[src/sv/ntg_pkg.sv]
// shared types, constants and helper functions of the note tone generator
package ntg_pkg;

  localparam int SINE_TABLE_BITS = 10;
  localparam int FRAME_BITS      = 24;
  localparam int PHASE_BITS      = 32;

  localparam int SR_W       = 18;
  localparam int SINE_W     = 15;
  localparam int QUARTER    = 1 << (SINE_TABLE_BITS - 2);
  localparam int ZIDX_W     = SINE_TABLE_BITS - 1;
  localparam int DIV_NUM_W  = 48;
  localparam int DIV_CNT_W  = 6;
  localparam logic [SR_W-1:0] SR_RESET = SR_W'(44100);

  // polynomial coefficients for the quarter-wave sine, Q30
  localparam longint unsigned PC1 = 64'd1686629713;
  localparam longint unsigned PC3 = 64'd693598668;
  localparam longint unsigned PC5 = 64'd85569306;
  localparam longint unsigned PC7 = 64'd5026997;
  localparam longint unsigned PC9 = 64'd172272;

  // datapath operations
  localparam logic [4:0] OP_NONE      = 5'd0;
  localparam logic [4:0] OP_LATCH     = 5'd1;
  localparam logic [4:0] OP_HZ        = 5'd2;
  localparam logic [4:0] OP_DIV_TONE  = 5'd3;
  localparam logic [4:0] OP_TONE_SET  = 5'd4;
  localparam logic [4:0] OP_DIV_WOB   = 5'd5;
  localparam logic [4:0] OP_WOB_SET   = 5'd6;
  localparam logic [4:0] OP_SIN0      = 5'd7;
  localparam logic [4:0] OP_SIN1      = 5'd8;
  localparam logic [4:0] OP_SIN2      = 5'd9;
  localparam logic [4:0] OP_SIN3      = 5'd10;
  localparam logic [4:0] OP_FAC       = 5'd11;
  localparam logic [4:0] OP_ENV_START = 5'd12;
  localparam logic [4:0] OP_ENV_SET   = 5'd13;
  localparam logic [4:0] OP_MUL1      = 5'd14;
  localparam logic [4:0] OP_MUL2      = 5'd15;
  localparam logic [4:0] OP_MUL3      = 5'd16;
  localparam logic [4:0] OP_RECIP     = 5'd17;
  localparam logic [4:0] OP_QEST      = 5'd18;
  localparam logic [4:0] OP_CORR      = 5'd19;
  localparam logic [4:0] OP_EMIT      = 5'd20;

  typedef struct packed {
    logic        start_req;
    logic [6:0]  midi_note;
    logic [6:0]  velocity;
    logic [23:0] frame_count;
    logic [15:0] vibrato_depth;
    logic [15:0] vibrato_rate;
  } in_item_t;

  typedef struct packed {
    logic signed [15:0] sample;
    logic               active;
    logic               last;
  } out_item_t;

  typedef struct packed {
    logic [4:0] op;
  } ntg_cmd_t;

  typedef struct packed {
    logic start;
    logic act;
    logic div_busy;
    logic out_free;
  } ntg_status_t;

  typedef struct packed {
    logic                  start;
    logic [FRAME_BITS-1:0] rem;
    logic [DIV_NUM_W-1:0]  num;
    logic [FRAME_BITS-1:0] divisor;
    logic [DIV_CNT_W-1:0]  steps;
  } ntg_div_req_t;

  function automatic logic [16:0] semitone_q16(input logic [3:0] r);
    case (r)
      4'd0:    return 17'd65536;
      4'd1:    return 17'd69433;
      4'd2:    return 17'd73562;
      4'd3:    return 17'd77936;
      4'd4:    return 17'd82570;
      4'd5:    return 17'd87480;
      4'd6:    return 17'd92682;
      4'd7:    return 17'd98193;
      4'd8:    return 17'd104032;
      4'd9:    return 17'd110218;
      4'd10:   return 17'd116772;
      4'd11:   return 17'd123715;
      default: return 17'd65536;
    endcase
  endfunction

  // quarter-wave sine point k in Q14, evaluated at elaboration
  function automatic logic [SINE_W-1:0] sine_poly(input int unsigned k);
    longint unsigned z, z2, s, y;
    z  = longint'(k) << (17 - SINE_TABLE_BITS);
    z2 = z * z;
    s  = PC9;
    s  = PC7 - ((z2 * s) >> 30);
    s  = PC5 - ((z2 * s) >> 30);
    s  = PC3 - ((z2 * s) >> 30);
    s  = PC1 - ((z2 * s) >> 30);
    y  = (z * s + (64'd1 << 30)) >> 31;
    return SINE_W'(y);
  endfunction

endpackage

[src/sv/ntg_ctrl.sv]
// sequencer that steps the datapath through one tick
module ntg_ctrl (
  input  logic                 clk,
  input  logic                 rst,
  input  logic                 in_valid,
  output logic                 in_stall,
  input  ntg_pkg::ntg_status_t status,
  output ntg_pkg::ntg_cmd_t    cmd
);
  import ntg_pkg::*;

  localparam logic [4:0] S_IDLE   = 5'd0;
  localparam logic [4:0] S_BRANCH = 5'd1;
  localparam logic [4:0] S_HZ     = 5'd2;
  localparam logic [4:0] S_DTONE  = 5'd3;
  localparam logic [4:0] S_WTONE  = 5'd4;
  localparam logic [4:0] S_DWOB   = 5'd5;
  localparam logic [4:0] S_WWOB   = 5'd6;
  localparam logic [4:0] S_SIN0   = 5'd7;
  localparam logic [4:0] S_SIN1   = 5'd8;
  localparam logic [4:0] S_SIN2   = 5'd9;
  localparam logic [4:0] S_SIN3   = 5'd10;
  localparam logic [4:0] S_FAC    = 5'd11;
  localparam logic [4:0] S_ENV    = 5'd12;
  localparam logic [4:0] S_WENV   = 5'd13;
  localparam logic [4:0] S_MUL1   = 5'd14;
  localparam logic [4:0] S_MUL2   = 5'd15;
  localparam logic [4:0] S_MUL3   = 5'd16;
  localparam logic [4:0] S_RECIP  = 5'd17;
  localparam logic [4:0] S_QEST   = 5'd18;
  localparam logic [4:0] S_CORR   = 5'd19;
  localparam logic [4:0] S_EMIT   = 5'd20;

  logic [4:0] state, state_next;

  assign in_stall = state != S_IDLE;

  always_comb begin
    state_next = state;
    cmd.op     = OP_NONE;
    case (state)
      S_IDLE: begin
        if (in_valid) begin
          cmd.op     = OP_LATCH;
          state_next = S_BRANCH;
        end
      end
      S_BRANCH: begin
        if (status.start) begin
          state_next = S_HZ;
        end else begin
          state_next = status.act ? S_SIN0 : S_EMIT;
        end
      end
      S_HZ: begin
        cmd.op     = OP_HZ;
        state_next = S_DTONE;
      end
      S_DTONE: begin
        cmd.op     = OP_DIV_TONE;
        state_next = S_WTONE;
      end
      S_WTONE: begin
        if (!status.div_busy) begin
          cmd.op     = OP_TONE_SET;
          state_next = S_DWOB;
        end
      end
      S_DWOB: begin
        cmd.op     = OP_DIV_WOB;
        state_next = S_WWOB;
      end
      S_WWOB: begin
        if (!status.div_busy) begin
          cmd.op     = OP_WOB_SET;
          state_next = status.act ? S_SIN0 : S_EMIT;
        end
      end
      S_SIN0: begin
        cmd.op     = OP_SIN0;
        state_next = S_SIN1;
      end
      S_SIN1: begin
        cmd.op     = OP_SIN1;
        state_next = S_SIN2;
      end
      S_SIN2: begin
        cmd.op     = OP_SIN2;
        state_next = S_SIN3;
      end
      S_SIN3: begin
        cmd.op     = OP_SIN3;
        state_next = S_FAC;
      end
      S_FAC: begin
        cmd.op     = OP_FAC;
        state_next = S_ENV;
      end
      S_ENV: begin
        cmd.op     = OP_ENV_START;
        state_next = S_WENV;
      end
      S_WENV: begin
        if (!status.div_busy) begin
          cmd.op     = OP_ENV_SET;
          state_next = S_MUL1;
        end
      end
      S_MUL1: begin
        cmd.op     = OP_MUL1;
        state_next = S_MUL2;
      end
      S_MUL2: begin
        cmd.op     = OP_MUL2;
        state_next = S_MUL3;
      end
      S_MUL3: begin
        cmd.op     = OP_MUL3;
        state_next = S_RECIP;
      end
      S_RECIP: begin
        cmd.op     = OP_RECIP;
        state_next = S_QEST;
      end
      S_QEST: begin
        cmd.op     = OP_QEST;
        state_next = S_CORR;
      end
      S_CORR: begin
        cmd.op     = OP_CORR;
        state_next = S_EMIT;
      end
      S_EMIT: begin
        // hold until the output register can take the result
        if (status.out_free) begin
          cmd.op     = OP_EMIT;
          state_next = S_IDLE;
        end
      end
      default: state_next = S_IDLE;
    endcase
  end

  always_ff @(posedge clk) begin
    if (rst) begin
      state <= S_IDLE;
    end else begin
      state <= state_next;
    end
  end

endmodule

[config.mk]
export PLATFORM = sky130hd
export DESIGN_NAME = ntg_ctrl
export DESIGN_NICKNAME = d
export VERILOG_FILES = /design/src/sv/ntg_pkg.sv /design/src/sv/ntg_ctrl.sv
export SDC_FILE = /design/constraint.sdc
export NUM_CORES = 1
export LEC_CHECK = 0
export ABC_AREA = 0
export BUFFER_PORTS_ARGS = -buffer_cell sky130_fd_sc_hd__buf_4
export CORE_AREA = 2 2 39 41
export CTS_CLUSTER_DIAMETER = 80
export DETAILED_ROUTE_END_ITERATION = 8
export DIE_AREA = 0 0 41 43
export GPL_TIMING_DRIVEN = 0
export PLACE_DENSITY = 0.7
export SLEW_MARGIN = 20
export SYNTH_ARGS = -nofsm -noshare
export SYNTH_HDL_FRONTEND = slang
export SYNTH_SLANG_ARGS = --single-unit
[constraint.sdc]
create_clock -name clk -period 2.6 [get_ports clk]
set_input_delay 0.13 -clock clk [delete_from_list [all_inputs] [get_ports clk]]
set_output_delay 0.13 -clock clk [all_outputs]
set_load 0.01 [all_outputs]
* After elaboration in Yosys (flattened, before gate mapping)
Index checks and enable logic that the tools add are counted.
** Storage, ports and cells
- Logic and storage cells :: 43
- Input port bits :: 7
- Latch bits :: 0
- Bits in read-only memories :: 0
- Memories :: 0
- Register bits :: 5
- Memory bits (writable) :: 0
** Cells by class
- Reductions and logical operators :: 3
- Mux-type cells :: 14
- $mul :: 0
- Shift operators :: 0
- $add $sub $neg :: 0
- Bitwise gates (word level) :: 0
- Magnitude comparators :: 0
- Divide/modulo/power cells :: 0
- Eq/ne operators :: 25
** Operators by type and width (count)
- $pmux 5 s21 :: 1
- $pmux 5 s20 :: 1
- $eq 5x4->1 const B :: 8
- $mux 5 :: 8
- $eq 5x5->1 const B :: 5
- $eq 5x3->1 const B :: 4
- $eq 5x2->1 const B :: 2
- $ne 2x2->1 const B :: 5
- $mux 3 :: 2
- $eq 5x1->1 const B :: 1
- $logic_not 5->1 :: 1
- $reduce_and 5->1 :: 1
- $reduce_bool 5->1 :: 1
- $mux 4 :: 1
- $mux 1 :: 1

* Longest topological paths before layout
Gate-level depths: netlist of the first run.
- Depth in word-level cells :: 3
- Gate-level depth with buffers :: 5
- Gate-level depth less buffers :: 4

* Worst setup path before layout of the first run
Ideal clock, no wire load.
- Path type :: reg-to-reg
- Start :: register state[3]
- End :: register state[1]
- Clock period less this slack :: 1.374 ns
- Stages on the path, launching flop included :: 5
- Data arrival time :: 1.254 ns
- Setup slack :: 1.226 ns
- Cell sequence :: dfxtp_1 > or4_1 > o211a_1 > o211ai_2 > a21oi_1
** Between the ends
- Word-level cells in the longest chain between the ends :: 3
- Elaborated cells on any way between the ends :: 28
- Those cells by class :: 25 x eq/ne; 1 x mux; 2 x reduce/logical
** Ends and longest elaborated chain
- start: declaration :: line ntg_ctrl.sv:34 : logic [4:0] state, state_next;
- start signal: assignment :: line ntg_ctrl.sv:148 : state <= state_next;
- $eq 5x3->1 (tied with other cells) :: line ntg_ctrl.sv:41 : case (state)
- $ne 2x2->1 (no source line)
- $reduce_and 5->1 (no source line)
Parallel ways exist; a longest one is shown, timed or not.
A chain may end at the register's enable or synchronous reset.

==> results.py, run 1 <==
metrics = {
    "routing": {
        "wl_per_cell_um": 13.84,
        "drt_iter0_drc": 31,
        "routed_wl_mm": 1.481,
        "firstDrtPassIters": 4,
        "ant_nets": 0,
        "viasPerCell": 5.907,
        "drc": 0,
        "dr_total_vias": 632,
    },
    "layout": {
        "reg.largest.list": "state x5",
        "final_cell_mix": "buf_4 (12), a21oi_1 (7)",
        "syn_to_final_growth_pct": 25.23,
        "fin_nets": 99,
        "largest_reg_flops": 5,
        "final_layout_size_suffix_gt1_share_pct": 24.18,
        "final_common_cell": "buf_4",
        "final_area_um2": 676.9,
        "fin_cells": 107,
        "fill_cells": 145,
        "seqCellArea_um2": 100.1,
        "regMostFlops": "state",
        "multiInputGateArea_um2": 404.1,
        "antenna_cells": 0,
        "post-route-util_pct": 48.92,
    },
    "clock_network": {
        "cts_sinks": 5,
        "ctsRootBufferMaster": "clkbuf_4",
        "path_clk_slew_ns": 0.04,
        "hold_buffers": 0,
        "insertion_delay_ns": 0.23,
        "cts_resized": 0,
        "cts_setup_buffers": 0,
        "cts_tree": "built",
        "cts_buffers": 3,
        "h-tree-depth": 1,
        "clockBufferDepth": 2,
    },
    "sta": {
        "max_freq_mhz": 561.9,
        "finalHoldViolCount": 0,
        "max_slew_margin_pct": 68.03,
        "rsz0062_at_grt": "no",
        "setup_violations": 0,
        "max_slew.worst_pin.slew_ns": 0.4759,
        "fin_crit_sh_pct": 68.45,
        "finalSetupTns_ns": 0,
        "finClkSkew_ns": 0.00009259,
        "fin_crit_ns": 1.780,
        "setup_slack_ns": 0.8203,
        "drv_slew": 0,
    },
    "setup_path": {
        "critPathKind": "register to output pin",
        "worstPathMaxFanout": 10,
        "crit_arrival_ns": 1.65,
        "reg2reg_from": "state[3]",
        "reg2reg_slack_ns": 1.11,
        "path_cells": "buf_2 > xnor2_1 > o22ai_1 > a211o_1 > buf_4",
        "startpoint_type": "register",
        "reg2regPathDepth": 4,
        "cp_slowest_stage_delay_ns": 0.44,
        "crit_slowest_cell": "dfxtp_1",
        "end_kind": "output pin",
        "cp.required_ns": 2.47,
        "reg2reg_to": "state[1]",
    },
    "global_routing": {
        "met2_usage_pct": 26.56,
        "track_usage_pct": 19.30,
        "grt_pass1_wl_mm": 2.318,
        "met3_usage_pct": 3.141,
        "overflow": 0,
        "met1_usage_pct": 26.13,
        "grt_antenna_before_repair": 0,
        "busiest_layer": "met2",
        "grt_max_degree": 11,
        "grt_pass1_vias": 546,
    },
    "pwr": {
        "leakage_uw": 0.0003166,
        "ir_drop_uv": 297.4,
        "p_per_area_nw_per_um2": 647.0,
    },
    "status": {
        "status": "finished, final reports clean",
    },
    "synthesis": {
        "synth_flop_cell": "dfxtp_1",
        "synth_cell_types": 34,
        "yosysTopAreaCell": "dfxtp_1",
        "synth_top_cell_area_share_pct": 18.52,
        "syn_nets": 82,
        "ys_seq_elements": 5,
        "syn_inst": 75,
        "syn_area_per_cell_um2": 7.207,
        "synth_area_um2": 540.5,
        "synth-edff-count": 0,
        "yosys_warnings": 0,
        "seq_area_frac_synth_pct": 18.52,
        "yosys-top-cells-area": "dfxtp_1 (19%), a21oi_1 (6.5%), o211a_1 (5.6%), buf_2 (4.6%), nor3_1 (4.6%)",
        "synthArstFlopShare_pct": 0,
    },
    "hold_path": {
        "hp-class": "primary input to register",
        "whs_path_depth": 2,
        "min_to": "state[4]",
        "hold_start": "rst",
    },
    "run": {
        "drv_cap": 0,
    },
    "die": {
        "die_h_um": 43,
        "die_area_um2": 1763,
        "core_area_um2": 1384,
        "initial_core_util_pct": 39.06,
        "ioPinCount": 13,
        "dieWidth_um": 41,
        "rows": 14,
    },
    "place": {
        "hpwl_mm": 1.078,
        "post-place-ws_ns": 1.078,
        "dpl_cell_area_um2": 650.6,
        "dpl.cell_count": 103,
        "place_congestion": 0.9665,
        "port_buffers": 12,
    },
}
[metrics by stage]
step	hold slack [ns]	power, µW
2_1_floorplan	0.1991	270.8
3_3_place_gp	0.3298	348.3
3_5_place_dp	0.3345	350.2
4_1_cts	0.08351	439.0
5_1_grt	0.09020	474.1
6_report	0.08851	437.9
[layer usage]
layer  part of all wire [%]  vias to the layer above
li1                       -                      314
met1                     47                      283
met2                     45                       33
met3                    6.6                        2
met4                    1.3                        0
met5                      0                        -
[synthesized netlist by cell type (all sizes together) (2+ instances only)]
| master | n |
|---|---|
| dfxtp | 5 |
| o211a | 3 |
| nor3 | 5 |
| nor2b | 3 |
| o21a | 2 |
| nand3 | 2 |
| nand2b | 2 |
| inv | 3 |
| a21oi | 7 |
| xnor2 | 2 |
| and3 | 2 |
| o211ai | 4 |
| nand2 | 3 |
| nor2 | 5 |
| and3b | 2 |
| buf | 5 |
| nand4 | 2 |
| o21ai | 4 |
[kinds of logic after synthesis]
logic type             share of synthesized area (%)
flip-flops                                     18.52
AND/OR/NAND/NOR                                34.03
AO/OA/AOI/OAI                                  37.50
buffers and inverters                          6.712
XOR/XNOR                                       3.241
[worst max-delay path, delay by kind of cell (launching register included)]
family                 cells  cell delay [ns]
AO/OA/AOI/OAI              2             0.42
XOR/XNOR                   1             0.14
buffers and inverters      2             0.41
flip-flops                 1             0.44
[how the worst max path moves through the flow]
stage | start | slack [ns] | endpoint | cells past startpoint
after floorplan | state[3] | 1.23 | state[1] | 4
after global placement | state[4] | 1.08 | cmd[0] | 5
after detailed placement | state[4] | 1.08 | cmd[0] | 5
after CTS | state[4] | 0.82 | cmd[0] | 5
after global routing | state[4] | 0.73 | cmd[0] | 5
final | state[4] | 0.82 | cmd[0] | 5
[power breakdown]
group / switching (µW) / internal, µW
combinational: 136 / 112
clock: 27.3 / 57.7
sequential: 16.3 / 89.3
[layout make-up]
class                      instances  share of cell area [%]
buffer                             5                   3.697
clock buffer                       4                   3.882
inverter                           3                   1.664
multi-input combinational         62                   59.70
sequential                         5                   14.79
tap                               16                   2.957
timing repair buffer              12                   13.31
Note: power is estimated with default switching activity, not from simulation.
==> inputs of run 2 (changes only) <==
==> constraint.sdc (replaced) <==
create_clock -name clk -period 1.7 [get_ports clk]
set_input_delay 0.085 -clock clk [delete_from_list [all_inputs] [get_ports clk]]
set_output_delay 0.085 -clock clk [all_outputs]
set_load 0.01 [all_outputs]
==> run 2 against run 1 <==
Global-route usage did not move. Worst setup slack lost 0.71 ns. Largest cell class unchanged. Total power grew 56%. Sequential share of layout area grew 0.12 points. Clock skew grew 0.0013 ns. Register-to-register slack worse by 0.90 ns. Hold slack got worse by 0.050 ns. Die area is the same. Critical endpoint unchanged.
==> results.py, run 2 (synthesized netlist as in run 1, its figures left out) <==
metrics = {
    "die": {
        "core_area_um2": 1384,
        "die_h_um": 43,
        "rows": 14,
        "initial_core_util_pct": 39.06,
        "ioPinCount": 13,
        "dieWidth_um": 41,
        "die_area_um2": 1763,
    },
    "setup_path": {
        "critPathKind": "register to output pin",
        "reg2reg_slack_ns": 0.21,
        "startpoint_type": "register",
        "crit_slowest_cell": "dfxtp_2",
        "end_kind": "output pin",
        "cp-startpoint": "state[4]",
        "path_cells": "buf_4 > xnor2_1 > o22ai_1 > a211o_1 > buf_4",
        "reg2regPathDepth": 4,
        "reg2reg_to": "state[1]",
        "reg2reg_from": "state[3]",
        "setup.worst_path.end": "cmd[0]",
        "worstPathMaxFanout": 10,
        "crit_arrival_ns": 1.50,
        "cp_common_cell": "buf_4",
        "cp.required_ns": 1.62,
        "cp_slowest_stage_delay_ns": 0.38,
    },
    "sta": {
        "setup_slack_ns": 0.1123,
        "max_slew.worst_pin.slew_ns": 0.4746,
        "finalHoldViolCount": 0,
        "setup_violations": 0,
        "fin_crit_ns": 1.588,
        "rsz0062_at_grt": "no",
        "max_freq_mhz": 629.8,
        "finClkSkew_ns": 0.001358,
        "fin_crit_sh_pct": 93.39,
        "max_slew_margin_pct": 68.12,
        "drv_slew": 0,
        "finalSetupTns_ns": 0,
    },
    "place": {
        "hpwl_mm": 1.078,
        "place_congestion": 0.9665,
        "post-place-ws_ns": 0.2118,
        "dpl_cell_area_um2": 650.6,
        "port_buffers": 12,
    },
    "clock_network": {
        "cts_buffers": 3,
        "h-tree-depth": 1,
        "cts_sinks": 5,
        "clockBufferDepth": 2,
        "cts_setup_buffers": 0,
        "ctsRootBufferMaster": "clkbuf_4",
        "path_clk_slew_ns": 0.04,
        "cts_tree": "built",
        "insertion_delay_ns": 0.23,
    },
    "status": {
        "status": "finished, final reports clean",
    },
    "layout": {
        "final_area_um2": 688.2,
        "reg.largest.list": "state x5",
        "final_common_cell": "buf_4",
        "final_layout_size_suffix_gt1_share_pct": 26.37,
        "regMostFlops": "state",
        "final_cell_mix": "buf_4 (13), a21oi_1 (7), nor2_1 (5), nor3_1 (5)",
        "fin_nets": 99,
        "largest_reg_flops": 5,
        "syn_to_final_growth_pct": 27.31,
        "antenna_cells": 0,
    },
    "routing": {
        "firstDrtPassIters": 4,
        "drc": 0,
        "wl_per_cell_um": 14.10,
        "routed_wl_mm": 1.509,
        "ant_nets": 0,
        "drt_iter0_drc": 34,
        "viasPerCell": 5.963,
        "dr_total_vias": 638,
    },
    "pwr": {
        "ir_drop_uv": 458.2,
        "p_per_area_nw_per_um2": 992.2,
        "finalPower_uw": 682.8,
        "intPower_uw": 405.1,
        "swShare_pct": 40.67,
        "leakage_uw": 0.0003183,
        "pwr-share-clk_pct": 19.2,
        "p_seq_share_pct": 24.1,
        "comb_power_share_pct": 56.6,
        "power_switching_uw": 277.7,
    },
    "global_routing": {
        "grt_max_degree": 11,
        "grt_pass1_wl_mm": 2.318,
        "grt_pass1_vias": 546,
        "grt_antenna_before_repair": 0,
        "track_usage_pct": 19.30,
        "overflow": 0,
    },
    "hold_path": {
        "hp-class": "primary input to register",
        "whs_path_depth": 2,
    },
    "run": {
        "drv_cap": 0,
    },
}
[run 2: layer usage]
metal,share of wire [%],vias up,GRT usage (%)
met4,1.3,0,13.33
met2,44,30,26.56
met1,49,291,26.13
li1,-,315,-
met3,5.1,2,3.141
met5,0,-,0
[run 2: cell type report]
cell class              instances  area, µm²
fillers                       149      695.7
multi-input cells              62      404.1
flip-flops and latches          5      102.6
repair buffers                 12      90.09
plain buffers                   5      33.78
clock buffers                   4      26.28
well taps                      16      20.02
inverters                       3      11.26
[run 2: critical path: cells and delay by family, from the launching register on]
kind / cells / cell delay, ns
DFF: 1 / 0.38
xor gates and xnor gates: 1 / 0.12
AOI/OAI and AO/OA: 2 / 0.43
buffers and inverters: 2 / 0.33
[run 2: through the flow]
stage               instances  utilization, %  hold slack, ns
CTS                       107           49.28         0.03851
global placement          103           47.02          0.2848
floorplan                  75               -          0.1541
global route              107           49.73         0.03869
detailed placement        103           47.02          0.2895
finish                    107           49.73         0.03837
[run 2: power groups by stage]
stage / clock network [µW] / registers [µW] / logic (µW)
after floorplan: 0 / 156 / 259
after global placement: 0 / 164 / 369
after detailed placement: 0 / 163 / 373
after CTS: 136 / 161 / 378
after global routing: 145 / 168 / 424
final: 131 / 165 / 387
[run 2: repair_timing]
item                                   CTS  global route
hold buffers                             0             0
resized for setup                        2             3
endpoints found under the hold margin    0             0
setup endpoints to repair                1             1
[run 2: how the worst min path moves through the flow]
stage,slack (ns),to,start
after global routing,0.04,state[2],rst
after floorplan,0.15,state[0],rst
after global placement,0.28,state[1],rst
after detailed placement,0.29,state[1],rst
final,0.04,state[4],rst
after CTS,0.04,state[1],rst
==> inputs of run 3 (changes only) <==
--- a/config.mk
+++ b/config.mk
@@ -8,11 +8,13 @@
 export ABC_AREA = 0
 export BUFFER_PORTS_ARGS = -buffer_cell sky130_fd_sc_hd__buf_4
 export CORE_AREA = 2 2 39 41
+export CTS_BUF_LIST = sky130_fd_sc_hd__clkbuf_4 sky130_fd_sc_hd__clkbuf_8
 export CTS_CLUSTER_DIAMETER = 80
 export DETAILED_ROUTE_END_ITERATION = 8
 export DIE_AREA = 0 0 41 43
 export GPL_TIMING_DRIVEN = 0
 export PLACE_DENSITY = 0.7
+export RECOVER_POWER = 50
 export SLEW_MARGIN = 20
 export SYNTH_ARGS = -nofsm -noshare
 export SYNTH_HDL_FRONTEND = slang
==> run 3 against run 2 <==
Routed wire length is 0.27% lower. First-iteration DRC count is 29% lower. Sequential share of layout area stayed put. Cell area stayed put. Fmax is 0.20% lower. Highest routed layer unchanged. Die area stayed put. Largest cell class unchanged. Worst setup slack worse by 0.0032 ns. Critical path depth stayed put. Cell count stayed put. Critical endpoint unchanged. Hold slack better by 0.0010 ns.
==> results.py, run 3 (synthesized netlist as in run 1, its figures left out) <==
metrics = {
    "status": {
        "status": "finished, final reports clean",
    },
    "layout": {
        "fin_cells": 107,
        "seqCellArea_um2": 102.6,
        "final_layout_size_suffix_gt1_share_pct": 26.37,
        "reg.largest.list": "state x5",
        "regMostFlops": "state",
        "final_common_cell": "buf_4",
        "fin_nets": 99,
        "largest_reg_flops": 5,
        "final_cell_mix": "buf_4 (12), a21oi_1 (7), nor2_1 (5), nor3_1 (5), clkbuf_4 (4)",
        "multiInputGateArea_um2": 404.1,
        "syn_to_final_growth_pct": 27.31,
        "antenna_cells": 0,
        "fill_cells": 152,
    },
    "setup_path": {
        "cp.required_ns": 1.62,
        "crit_arrival_ns": 1.51,
        "startpoint_type": "register",
        "end_kind": "output pin",
        "worstPathMaxFanout": 10,
        "reg2reg_slack_ns": 0.17,
        "reg2regPathDepth": 4,
        "critPathKind": "register to output pin",
    },
    "global_routing": {
        "grt_pass1_vias": 546,
        "grt_antenna_before_repair": 0,
        "overflow": 0,
        "track_usage_pct": 19.30,
        "grt_pass1_wl_mm": 2.318,
        "grt_max_degree": 11,
    },
    "routing": {
        "drt_iter0_drc": 24,
        "dr_total_vias": 634,
        "wl_per_cell_um": 14.07,
        "routed_wl_mm": 1.505,
        "ant_nets": 0,
        "viasPerCell": 5.925,
        "firstDrtPassIters": 4,
        "drc": 0,
    },
    "run": {
        "drv_cap": 0,
    },
    "place": {
        "hpwl_mm": 1.078,
        "port_buffers": 12,
        "dpl.cell_count": 103,
        "place_congestion": 0.9665,
    },
    "die": {
        "initial_core_util_pct": 39.06,
        "core_area_um2": 1384,
        "dieWidth_um": 41,
        "rows": 14,
        "ioPinCount": 13,
        "die_h_um": 43,
        "die_area_um2": 1763,
    },
    "sta": {
        "max_slew.worst_pin.slew_ns": 0.5448,
        "hold_ws_ns": 0.03939,
        "rsz0062_at_grt": "no",
        "drv_slew": 0,
        "fin_crit_sh_pct": 93.58,
        "max_slew_margin_pct": 63.35,
        "finalHoldViolCount": 0,
        "setup_violations": 0,
        "fin_crit_ns": 1.591,
        "finClkSkew_ns": 0.001641,
        "max_freq_mhz": 628.6,
        "finalSetupTns_ns": 0,
    },
    "pwr": {
        "finalPower_uw": 687.4,
        "leakage_uw": 0.0003178,
        "p_per_area_nw_per_um2": 998.9,
        "ir_drop_uv": 446.4,
    },
    "clock_network": {
        "cts_sinks": 5,
        "insertion_delay_ns": 0.23,
        "clockBufferDepth": 2,
        "hold_buffers": 0,
        "h-tree-depth": 1,
        "ctsRootBufferMaster": "clkbuf_4",
        "cts_tree": "built",
        "cts_buffers": 3,
        "path_clk_slew_ns": 0.04,
    },
    "hold_path": {
        "hp-class": "primary input to register",
        "whs_path_depth": 2,
    },
}
[run 3: changes by cell type in the layout (fill, tap and decap cells not counted), sizes merged]
cell	delta
buf	-1
clkbuf	+1
[run 3: where the power goes]
group	leakage [µW]	internal [µW]	switching [µW]	total, µW
logic	0.000258	168	208	376
clock network	0.0000184	104	42.8	147
registers	0.0000417	138	26.1	164
total	0.000318	411	277	687
[run 3: critical path, stage by stage (launching register included)]
cell	delay (ns)
dfxtp_2	0.38
buf_4	0.20
xnor2_1	0.13
o22ai_1	0.11
a211o_1	0.31
buf_4	0.14
[run 3: final timing paths]
check,start,end
setup reg to reg,state[3],state[0]
hold reg to reg,state[4],state[3]
hold / removal,rst,state[4]
setup / recovery,state[4],cmd[0]
[run 3: per-stage QoR]
step / instance area, µm² / util, % / setup WS, ns
2_1_floorplan: 540.5 / - / 0.3261
3_3_place_gp: 650.6 / 47.02 / 0.2260
3_5_place_dp: 650.6 / 47.02 / 0.2118
4_1_cts: 685.7 / 49.55 / 0.02137
5_1_grt: 688.2 / 49.73 / 0.03583
6_report: 688.2 / 49.73 / 0.1092
[run 3: final cells by class]
class,count,area share [%]
multi-input cells,62,58.73
flip-flops and latches,5,14.91
repair buffers,12,12.55
plain buffers,5,4.909
clock buffers,4,4.364
well taps,16,2.909
inverters,3,1.636
[run 3: routing by layer]
metal  routed length, µm  vias to the layer above  global-route usage [%]
li1                    -                      316                       -
met1                 735                      289                   26.13
met2                 658                       27                   26.56
met3                  91                        2                   3.141
met4                  20                        0                   13.33
met5                   0                        -                       0
[run 3: timing repair]
item / 4_1_cts / 5_1_grt
endpoints found under the setup margin: 1 / 1
gates resized for setup: 2 / 3
buffers inserted: 0 / 0
endpoints found under the hold margin: 0 / 0
pin swaps: 0 / 0
gates cloned: 0 / 0
